[src/rtl/bq_pkg.sv]
// Package for the biquad ADC-to-DAC filter: widths, fixed-point formats,
// register indexes and reset values. Depends on nothing; the top level and
// the checker import it.
`timescale 1ns / 1ps

package bq_pkg;

    // Converter sample width and the fixed-point formats built on it.
    localparam int SAMPLE_BITS = 12;
    localparam int COEF_W      = 24;              // Q3.20 coefficients, Q12.12 scale
    localparam int COEF_FRAC   = 20;
    localparam int OP_A_W      = COEF_W + 1;      // coefficient or unsigned scale, signed
    localparam int DATA_W      = 32;              // Q8.24 history word
    localparam int PROD_W      = OP_A_W + DATA_W;
    localparam int ACC_W       = PROD_W + 1;
    localparam int ACC_FRAC    = 44;
    localparam int HIST_FRAC   = 24;
    localparam int SCALE_FRAC  = 12;
    localparam int OUT_FRAC    = HIST_FRAC + SCALE_FRAC;
    localparam int ROUND_SHIFT = ACC_FRAC - HIST_FRAC;
    // Lift of a Q3.20 x Q1.(SAMPLE_BITS-1) product to the accumulator format.
    localparam int FF_SHIFT    = ACC_FRAC - COEF_FRAC - (SAMPLE_BITS - 1);

    localparam int CFG_IDX_W   = 3;

    // Register indexes of the configuration port.
    localparam logic [CFG_IDX_W-1:0] CFG_FEED0 = 3'd0;
    localparam logic [CFG_IDX_W-1:0] CFG_FEED1 = 3'd1;
    localparam logic [CFG_IDX_W-1:0] CFG_FEED2 = 3'd2;
    localparam logic [CFG_IDX_W-1:0] CFG_BACK1 = 3'd3;
    localparam logic [CFG_IDX_W-1:0] CFG_BACK2 = 3'd4;
    localparam logic [CFG_IDX_W-1:0] CFG_SCALE = 3'd5;

    // Reset values: unity feed-forward gain, no feedback, default scale.
    localparam logic [COEF_W-1:0] FEED0_RESET = 24'd1048576;
    localparam logic [COEF_W-1:0] SCALE_RESET = 24'd14421361;

    // Rounding and clamping constants.
    localparam logic signed [ACC_W-1:0] ACC_ROUND =
        ACC_W'(1) <<< (ROUND_SHIFT - 1);
    localparam logic signed [ACC_W-1:0] SAT_HI = ACC_W'(64'sh7FFF_FFFF);
    localparam logic signed [ACC_W-1:0] SAT_LO = -SAT_HI - ACC_W'(1);
    localparam logic signed [ACC_W-1:0] OUT_HALF = ACC_W'(1) <<< (OUT_FRAC - 1);
    localparam logic signed [ACC_W-1:0] OUT_OFFS =
        (ACC_W'(1) <<< (OUT_FRAC + SAMPLE_BITS - 1)) + OUT_HALF;
    localparam logic signed [ACC_W-1:0] OUT_TOP =
        ((ACC_W'(1) <<< (OUT_FRAC + SAMPLE_BITS)) - (ACC_W'(1) <<< OUT_FRAC)) + OUT_HALF;
    localparam logic [SAMPLE_BITS-1:0] CODE_MAX = {SAMPLE_BITS{1'b1}};

    typedef logic signed [SAMPLE_BITS-1:0] t_sample;
    typedef logic signed [DATA_W-1:0]      t_hist;

endpackage

[src/rtl/biquad_iir_adc_to_dac.sv]
// Direct Form I biquad from a 12-bit ADC code to a 12-bit DAC code.
// Uses bq_pkg for formats and constants; one shared multiplier does all products.
`timescale 1ns / 1ps

// Usage
//   Input channel: i_in_valid / o_in_stall carry i_mode and i_adc_code. Mode 0
//   filters one sample and gives one result; mode 1 clears the four history
//   words at once and gives no result.
//   Output channel: o_out_valid / i_out_stall carry o_dac_code.
//   Configuration: i_cfg_we writes i_cfg_data into register i_cfg_index
//   (feed0, feed1, feed2, back1, back2, scale); other indexes are ignored.
//   Write only while the block is idle.
//   Sequence: after acceptance, a filter transaction runs a multiply step
//   for each of the five taps, then one to add the last product, one to
//   round and saturate, one for the output scale product and one to clamp.
//   Occupancy: no new sample is accepted until the previous one has left its
//   clamp step, as the single shared 25 x 32 multiplier serves all six
//   products in turn. A clear leaves the block idle.
//   Reset (synchronous, active low) loads the register defaults, zeroes the
//   history and empties the output register.
//   While the receiver stalls, the result is held in the output register; the
//   next sample is still accepted and waits before its clamp step.
module biquad_iir_adc_to_dac
    import bq_pkg::*;
(
    input  logic                   i_clk,
    input  logic                   i_rst_n,
    input  logic                   i_in_valid,
    output logic                   o_in_stall,
    input  logic                   i_mode,
    input  logic [SAMPLE_BITS-1:0] i_adc_code,
    output logic                   o_out_valid,
    input  logic                   i_out_stall,
    output logic [SAMPLE_BITS-1:0] o_dac_code,
    input  logic                   i_cfg_we,
    input  logic [CFG_IDX_W-1:0]   i_cfg_index,
    input  logic [COEF_W-1:0]      i_cfg_data
);

    // Sequencer states.
    localparam logic [2:0] ST_IDLE  = 3'd0;
    localparam logic [2:0] ST_MAC   = 3'd1;
    localparam logic [2:0] ST_LAST  = 3'd2;
    localparam logic [2:0] ST_ROUND = 3'd3;
    localparam logic [2:0] ST_SCALE = 3'd4;
    localparam logic [2:0] ST_CLAMP = 3'd5;

    // Tap steps of the multiply-accumulate pass.
    localparam logic [2:0] STEP_FEED0 = 3'd0;
    localparam logic [2:0] STEP_FEED1 = 3'd1;
    localparam logic [2:0] STEP_FEED2 = 3'd2;
    localparam logic [2:0] STEP_BACK1 = 3'd3;
    localparam logic [2:0] STEP_BACK2 = 3'd4;

    logic [2:0]               r_state, n_state;
    logic [2:0]               r_step;
    logic                     r_sub;
    logic [COEF_W-1:0]        r_feed0, r_feed1, r_feed2, r_back1, r_back2, r_scale;
    t_sample                  r_x, r_in_hist1, r_in_hist2;
    t_hist                    r_out_hist1, r_out_hist2;
    logic signed [PROD_W-1:0] r_prod;
    logic signed [ACC_W-1:0]  r_acc;
    logic                     r_out_valid;
    logic [SAMPLE_BITS-1:0]   r_dac;

    logic signed [OP_A_W-1:0] op_a;
    logic signed [DATA_W-1:0] op_b;
    logic signed [ACC_W-1:0]  prod_ext;
    logic signed [ACC_W-1:0]  y_full;
    t_hist                    y_sat;
    logic signed [ACC_W-1:0]  dac_full;
    logic [SAMPLE_BITS-1:0]   dac_code;
    logic                     in_take;
    logic                     out_free;

    assign in_take  = i_in_valid && (r_state == ST_IDLE);
    assign out_free = !r_out_valid || !i_out_stall;
    assign prod_ext = ACC_W'(r_prod);

    // Operand select for the shared multiplier.
    always_comb begin
        op_a = '0;
        op_b = '0;
        if (r_state == ST_SCALE) begin
            op_a = signed'({1'b0, r_scale});
            op_b = r_out_hist1;
        end else begin
            case (r_step)
                STEP_FEED0: begin
                    op_a = OP_A_W'(signed'(r_feed0));
                    op_b = DATA_W'(r_x) <<< FF_SHIFT;
                end
                STEP_FEED1: begin
                    op_a = OP_A_W'(signed'(r_feed1));
                    op_b = DATA_W'(r_in_hist1) <<< FF_SHIFT;
                end
                STEP_FEED2: begin
                    op_a = OP_A_W'(signed'(r_feed2));
                    op_b = DATA_W'(r_in_hist2) <<< FF_SHIFT;
                end
                STEP_BACK1: begin
                    op_a = OP_A_W'(signed'(r_back1));
                    op_b = r_out_hist1;
                end
                STEP_BACK2: begin
                    op_a = OP_A_W'(signed'(r_back2));
                    op_b = r_out_hist2;
                end
                default: begin
                    op_a = '0;
                    op_b = '0;
                end
            endcase
        end
    end

    // Round half up to Q8.24 (the half is preloaded) and saturate to 32 bits.
    always_comb begin
        y_full = r_acc >>> ROUND_SHIFT;
        if (y_full > SAT_HI) begin
            y_sat = DATA_W'(SAT_HI);
        end else if (y_full < SAT_LO) begin
            y_sat = DATA_W'(SAT_LO);
        end else begin
            y_sat = DATA_W'(y_full);
        end
    end

    // Add midscale and the rounding half, then clamp to the code range.
    always_comb begin
        dac_full = prod_ext + OUT_OFFS;
        if (dac_full < OUT_HALF) begin
            dac_code = '0;
        end else if (dac_full > OUT_TOP) begin
            dac_code = CODE_MAX;
        end else begin
            dac_code = SAMPLE_BITS'(dac_full >>> OUT_FRAC);
        end
    end

    // Next state of the sequencer.
    always_comb begin
        n_state = r_state;
        case (r_state)
            ST_IDLE: begin
                if (in_take && !i_mode) begin
                    n_state = ST_MAC;
                end
            end
            ST_MAC: begin
                if (r_step == STEP_BACK2) begin
                    n_state = ST_LAST;
                end
            end
            ST_LAST:  n_state = ST_ROUND;
            ST_ROUND: n_state = ST_SCALE;
            ST_SCALE: n_state = ST_CLAMP;
            ST_CLAMP: begin
                if (out_free) begin
                    n_state = ST_IDLE;
                end
            end
            default:  n_state = ST_IDLE;
        endcase
    end

    // Control state, configuration and filter history.
    always_ff @(posedge i_clk) begin
        if (!i_rst_n) begin
            r_state     <= ST_IDLE;
            r_step      <= STEP_FEED0;
            r_out_valid <= 1'b0;
            r_feed0     <= FEED0_RESET;
            r_feed1     <= '0;
            r_feed2     <= '0;
            r_back1     <= '0;
            r_back2     <= '0;
            r_scale     <= SCALE_RESET;
            r_in_hist1  <= '0;
            r_in_hist2  <= '0;
            r_out_hist1 <= '0;
            r_out_hist2 <= '0;
        end else begin
            r_state <= n_state;

            // Register writes; unknown indexes are dropped.
            if (i_cfg_we) begin
                case (i_cfg_index)
                    CFG_FEED0: r_feed0 <= i_cfg_data;
                    CFG_FEED1: r_feed1 <= i_cfg_data;
                    CFG_FEED2: r_feed2 <= i_cfg_data;
                    CFG_BACK1: r_back1 <= i_cfg_data;
                    CFG_BACK2: r_back2 <= i_cfg_data;
                    CFG_SCALE: r_scale <= i_cfg_data;
                    default:   ;
                endcase
            end

            // Tap counter for the multiply pass.
            if (r_state == ST_MAC) begin
                r_step <= (r_step == STEP_BACK2) ? STEP_FEED0 : r_step + 3'd1;
            end

            // A clear transaction wipes the history at once.
            if (in_take && i_mode) begin
                r_in_hist1  <= '0;
                r_in_hist2  <= '0;
                r_out_hist1 <= '0;
                r_out_hist2 <= '0;
            end

            // Shift the history once the new output is known.
            if (r_state == ST_ROUND) begin
                r_in_hist2  <= r_in_hist1;
                r_in_hist1  <= r_x;
                r_out_hist2 <= r_out_hist1;
                r_out_hist1 <= y_sat;
            end

            // Output register: load on clamp, empty when the receiver takes it.
            if (r_state == ST_CLAMP && out_free) begin
                r_out_valid <= 1'b1;
            end else if (!i_out_stall) begin
                r_out_valid <= 1'b0;
            end
        end
    end

    // Datapath registers: sample, product, accumulator and result code.
    always_ff @(posedge i_clk) begin
        // Centre the code at midscale by flipping its top bit.
        if (in_take) begin
            r_x <= signed'({~i_adc_code[SAMPLE_BITS-1], i_adc_code[SAMPLE_BITS-2:0]});
        end

        if (r_state == ST_MAC || r_state == ST_SCALE) begin
            r_prod <= PROD_W'(op_a) * PROD_W'(op_b);
        end

        // The accumulator adds, or for a feedback tap subtracts, the product of the previous tap.
        if (r_state == ST_MAC) begin
            r_sub <= (r_step == STEP_BACK1) || (r_step == STEP_BACK2);
            if (r_step == STEP_FEED0) begin
                r_acc <= ACC_ROUND;
            end else begin
                r_acc <= r_sub ? r_acc - prod_ext : r_acc + prod_ext;
            end
        end else if (r_state == ST_LAST) begin
            r_acc <= r_sub ? r_acc - prod_ext : r_acc + prod_ext;
        end

        if (r_state == ST_CLAMP && out_free) begin
            r_dac <= dac_code;
        end
    end

    assign o_in_stall  = (r_state != ST_IDLE);
    assign o_out_valid = r_out_valid;
    assign o_dac_code  = r_dac;

endmodule

[config.mk]
export PLATFORM = sky130hd
export DESIGN_NAME = biquad_iir_adc_to_dac
export DESIGN_NICKNAME = d
export VERILOG_FILES = /design/src/rtl/bq_pkg.sv /design/src/rtl/biquad_iir_adc_to_dac.sv
export SDC_FILE = /design/constraint.sdc
export NUM_CORES = 2
export LEC_CHECK = 0
export ABC_AREA = 0
export ABC_CLOCK_PERIOD_IN_PS = 8600
export BUFFER_PORTS_ARGS = -buffer_cell sky130_fd_sc_hd__buf_2
export CAP_MARGIN = 30
export CORE_MARGIN = 10
export CORE_UTILIZATION = 40
export DETAILED_ROUTE_END_ITERATION = 8
export GPL_TIMING_DRIVEN = 0
export HOLD_SLACK_MARGIN = 0.05
export SYNTH_ARGS = -nofsm -noshare
export SYNTH_HDL_FRONTEND = slang
export SYNTH_SLANG_ARGS = --single-unit
[constraint.sdc]
create_clock -name i_clk -period 8.6 [get_ports i_clk]
set_input_delay 1.29 -clock i_clk [delete_from_list [all_inputs] [get_ports i_clk]]
set_output_delay 1.29 -clock i_clk [all_outputs]
set_load 0.005 [all_outputs]
# Word-level counts from Yosys, hierarchy flattened

Cells that the tools add are included.

Register bits after elaboration: 379
Latch bits: 0
Bits in writable memories: 0
Bits in read-only memories: 0
Input port bits: 45
Output and inout bits: 14
Word-level logic and storage cells: 93
Memories: 0

Add/sub/neg operators: 4
Multipliers: 1
Divide/modulo/power cells: 0
$lt $le $gt $ge: 4
Eq/ne operators: 18
Shift operators: 0
Multiplexer cells: 24
Bitwise operators: 1
Reductions and logical operators: 23

Operators with widths:

| cell                   | number |
|---|---|
| $mux 58                | 4 |
| $mux 32                | 6 |
| $pmux 32 s5            | 1 |
| $pmux 25 s5            | 1 |
| $add 57x49->58 const B | 1 |
| $add 58x57->58         | 1 |
| $gt 58x49->1 const B   | 1 |
| $lt 58x37->1 const B   | 1 |
| $sub 58x57->58         | 1 |
| $mul 25x32->57         | 1 |
| $mux 12                | 4 |
| $gt 38x32->1 const B   | 1 |
| $lt 38x32->1 const B   | 1 |
| $mux 25                | 1 |
| $eq 3x2->1 const B     | 6 |
| $pmux 3 s6             | 1 |
| $eq 3x3->1 const B     | 5 |
| $mux 3                 | 4 |
| $reduce_and 2->1       | 6 |
| $eq 3x1->1 const B     | 3 |
| $logic_not 3->1        | 3 |
| $logic_and 1x1->1      | 4 |
| $ne 2x1->1 const B     | 2 |
| $ne 2x2->1 const B     | 2 |
| 8 further kinds        | 14 |

# Logic depth before layout (Yosys ltp)

Word-level depth: 5
Depth in mapped cells: 38

# Worst setup path before layout

OpenSTA, ideal clock, no wires.

Kind: register to register
From: register r_step[2]
To: register r_prod[56] (data pin)
Setup time: 266 ps
Arrival time: 8872 ps
Required time: 8334 ps
Setup slack: -537 ps
Stages on the path, launching flop included: 32
Clock period less this slack: 9137 ps
Path through: dfxtp_1 clkbuf_1 clkbuf_1 inv_1 ha_1 clkbuf_1 nor4_1 a21oi_1 nor3b_1 buf_2 a221oi_1 nor2_1 fa_1 inv_1 fa_1 inv_1 fa_1 fa_1 fa_1 fa_1 fa_1 ha_1 a21oi_1 nor2b_1 o21ai_0 nand2b_1 a21oi_1 nor2_1 o211ai_1 nand2_1 o41ai_1 xnor2_1

Longest elaborated chain between the ends: 4
Elaborated cells on any way between the ends: 10
Those cells by class: mul (1); eq/ne (4); mux (4); reduce/logical (1)

RTL lines:

| element                                    | line                         | text |
|---|---|---|
| start: declaration                         | biquad_iir_adc_to_dac.sv:56  | `logic [2:0] r_step;` |
| start signal: assignment                   | biquad_iir_adc_to_dac.sv:201 | `r_step <= (r_step == STEP_BACK2) ? STEP_FEED0 : r_step + 3'd1;` |
| $eq 3x3->1 (tied with other cells)         | biquad_iir_adc_to_dac.sv:88  | `case (r_step)` |
| $pmux 25 s5 or $pmux 32 s5 (tied branches) | biquad_iir_adc_to_dac.sv:88  |  |
| $mux 25 or $mux 32 (tied branches)         | biquad_iir_adc_to_dac.sv:84  | `if (r_state == ST_SCALE) begin` |
| $mul 25x32->57 *                           | biquad_iir_adc_to_dac.sv:237 | `r_prod <= PROD_W'(op_a) * PROD_W'(op_b);` |
| end signal: assignment                     | biquad_iir_adc_to_dac.sv:237 |  |
| end: declaration                           | biquad_iir_adc_to_dac.sv:61  | `logic signed [PROD_W-1:0] r_prod;` |

Every way passes the cells marked *; elsewhere a longest branch is shown, timed or not.
A chain may end at the register's enable or synchronous reset.

# Worst setup path in the final report

From: register r_step[1]
To: register r_prod[53] (data pin)

The elaborated chain is that of the path after synthesis.

==> results.md <==
- Status: finished, violations left
- Failing checks: negative setup slack
- Post-Place Cell Area: 0.0505 mm2
- Tot GR Track Use: 0.250
- Warnings, synthesis: 0
- Clock Sinks: 379
- CP Class: flip-flop to flip-flop
- Io pins: 59
- Vias in the first global route: 40,300
- Global route overflow: 0
- Pin count of the biggest net entering global routing: 59
- Clock Tree Root: clkbuf_16
- Detail Route Antenna Nets: 0
- GPL Wtd Cong: 1.00
- Initial antenna violation count: 9
- Max Clk Rate: 0.110 GHz
- Syn_nets: 6,462
- Initial Util: 0.404
- Placement Rows: 126
- Leakage: 0.0245 uW
- Residual DRC: 0
- EDFF count, synth: 140
- Max Slew Vio Count: 0
- FF+latch count, synth: 379
- Synth unique cells: 93
- Port buffer count: 57
- First-pass GRT wire length: 256,000 um
- Met1 wire length: 68,900 um
- Area of the die: 0.134 mm2
- Die X: 366 um
- Layout cells sized above 1: 0.130
- Floorplan core area: 0.118 mm2
- Critical Path End Type: flip-flop
- Power Density: 129 mW/mm2
- Register area share after synthesis: 0.188
- Die H: 366 um
- Critical path fanouts, max: 10
- CP arrival: 9.37 ns
- Fillers: 11,500
- Clk Latency, worst-skew pair: 0.56 ns
- DR vias/cell: 5.54
- Critical Path RT: 8.90 ns
- DR vias: 40,100
- Final Hold Viols: 0
- Final wirelength: 173,000 um
- Crit path largest cell delay: 0.68 ns
- Startpoint type of the worst setup path: flip-flop
- Crit share post-route: 1.05
- Relative max-transition margin: 0.294
- Cells after Synth: 5,376
- Ant diodes: 0
- Cell area after synthesis: 0.0478 mm2
- Longest Clk Path Bufs: 3
- Syn avg cell area: 8.90 um2
- Final setup fails: 13
- Crit-path most repeated cell: fa_1
- Met3 wire len: 16,700 um
- H-tree level count: 2
- Inserted Clock Buffers: 36
- CP max-delay cell: fa_2
- Worst Hold Class: flip-flop to flip-flop
- Peak supply drop: 0.137 mV
- DRT iter0 DRCs: 4,291
- DP Wirelength: 139,000 um
- Final worst clock skew: 0.0227 ns
- Clk slew on worst S/H paths: 0.07 ns
- Setup ws final: -0.464 ns
- DR top layer: met5
- Synth Flop Type: dfxtp_1
- Final core occ: 0.464
- Finished Cell Area: 0.0549 mm2
- TritonCTS clock tree: built
- Hold buffers post-CTS: 0
- Drt wl/cell: 23.9 um
- Area grow syn2layout: 14.8%
- Nets: 6,700
- Met2 WL: 77,700 um
- MaxCap Viol Count: 0
- Minimum clock period: 9.06 ns
- Least-Margin Pin Slew: 1.06 ns
- DR pass1 iterations: 6
- RSZ-0062 raised after global routing: yes
- Post-synth ARST share: 0
where the power goes:
part           switching (uW)  internal [uW]  total [uW]
registers                 129           2060        2190
logic                    1940           1220        3170
clock network             754            948        1700
per-stage QoR:
step                      worst slack [ns]  std cells  power, uW  hold WS, ns  TNS (ns)
after floorplan                    0.00324       5376       4190        0.441         0
after global placement               -3.65       7033       5040        0.450   -106.65
after detailed placement             -3.10       7057       5080        0.458    -89.43
after CTS                           -0.369       7179       6940        0.467     -2.01
after global routing                -0.612       7241       7450        0.482     -5.90
final                               -0.464       7241       7050        0.466     -2.93
sequential cells by signal, indices dropped and copies added, names as in the netlist:
signal / count
r_back2: 24
r_state: 3
r_out_hist1: 32
r_sub: 1
o_dac_code: 12
o_out_valid: 1
r_back1: 24
r_scale: 24
r_feed2: 24
r_in_hist2: 12
r_feed0: 24
r_step: 3
r_out_hist2: 32
r_acc: 58
r_x: 12
r_prod: 57
r_feed1: 24
r_in_hist1: 12
layer usage:
metal	track usage	up-vias
met5	0	-
met4	0.107	8
met3	0.0542	441
met2	0.393	1872
met1	0.331	20300
li1	-	17500
layout by cell type, fill, tap and decap left out, types with 56 or more instances in the layout:
cell type and instances:
buf_2 82, dfxtp_1 235, o21ai_0 76, clkbuf_1 120, a21boi_0 167, xnor2_1 123
inv_1 876, fa_1 801, nor2_1 505, a21oi_1 133, nand2_1 812, edfxtp_1 140
a22oi_1 93, clkbuf_2 58, a21o_1 56, nor2b_1 84, buf_4 134, ha_1 194
cells by family after synthesis:
family / Yosys count / share of synthesized area
AOI/OAI and AO/OA: 860 / 0.126
xor gates and xnor gates: 176 / 0.0322
adders and majority gates: 1041 / 0.401
buffers and inverters: 1206 / 0.0968
DFF: 379 / 0.188
muxes: 9 / 0.00209
and+or+nand+nor: 1705 / 0.153
layout make-up:
cell class | instances | area, um2 | share of cell area
plain buffers | 278 | 1810 | 0.0330
clock buffers | 54 | 1050 | 0.0192
clock inverters | 11 | 155 | 0.00283
inverters | 905 | 3410 | 0.0622
multi-input cells | 3791 | 35600 | 0.649
flip-flops and latches | 379 | 9000 | 0.164
well taps | 1600 | 2000 | 0.0365
repair buffers | 223 | 1850 | 0.0336
synthesized netlist by cell type (all sizes together), types with 38 or more instances:
library cell    n  area, um2
a21boi        171       1300
a21o           56        420
a21oi         153        773
a22oi         112        841
and2           41        259
buf            38        231
clkbuf        263        998
dfxtp         239       4780
edfxtp        140       4200
fa            821      16400
ha            220       2750
inv           905       3400
nand2         816       3060
nand2b         40        250
nand3          54        270
nor2          521       1960
nor2b          87        544
nor3           41        210
o21a           39        293
o21ai         117        593
xnor2         128       1120
xor2           48        420
worst max-delay path, delay by kind of cell, from the launching register on:
kind / cells / cell delay (ns)
buffers and inverters: 8 / 1.00
XOR/XNOR: 1 / 0.17
flip-flops: 1 / 0.39
AO/OA/AOI/OAI: 11 / 2.74
adder cells (fa/ha/maj): 9 / 4.18
AND/OR/NAND/NOR: 2 / 0.27
final timing paths:
path,from,to,slack (ns),depth (start not counted)
max,r_step[1],r_prod[53],-0.46,31
min,r_feed0[11],r_feed0[11],0.47,2
max reg2reg,r_step[1],r_prod[53],-0.46,31
min reg2reg,r_feed0[11],r_feed0[11],0.47,2
what timing repair did:
item                                    in CTS  in global routing
pin swaps                                   83                 67
gates cloned                                 2                  2
gates resized for setup                    471                199
endpoints found under the setup margin      45                 33
setup buffers                               75                 63
Note: power is estimated with default switching activity, not from simulation.
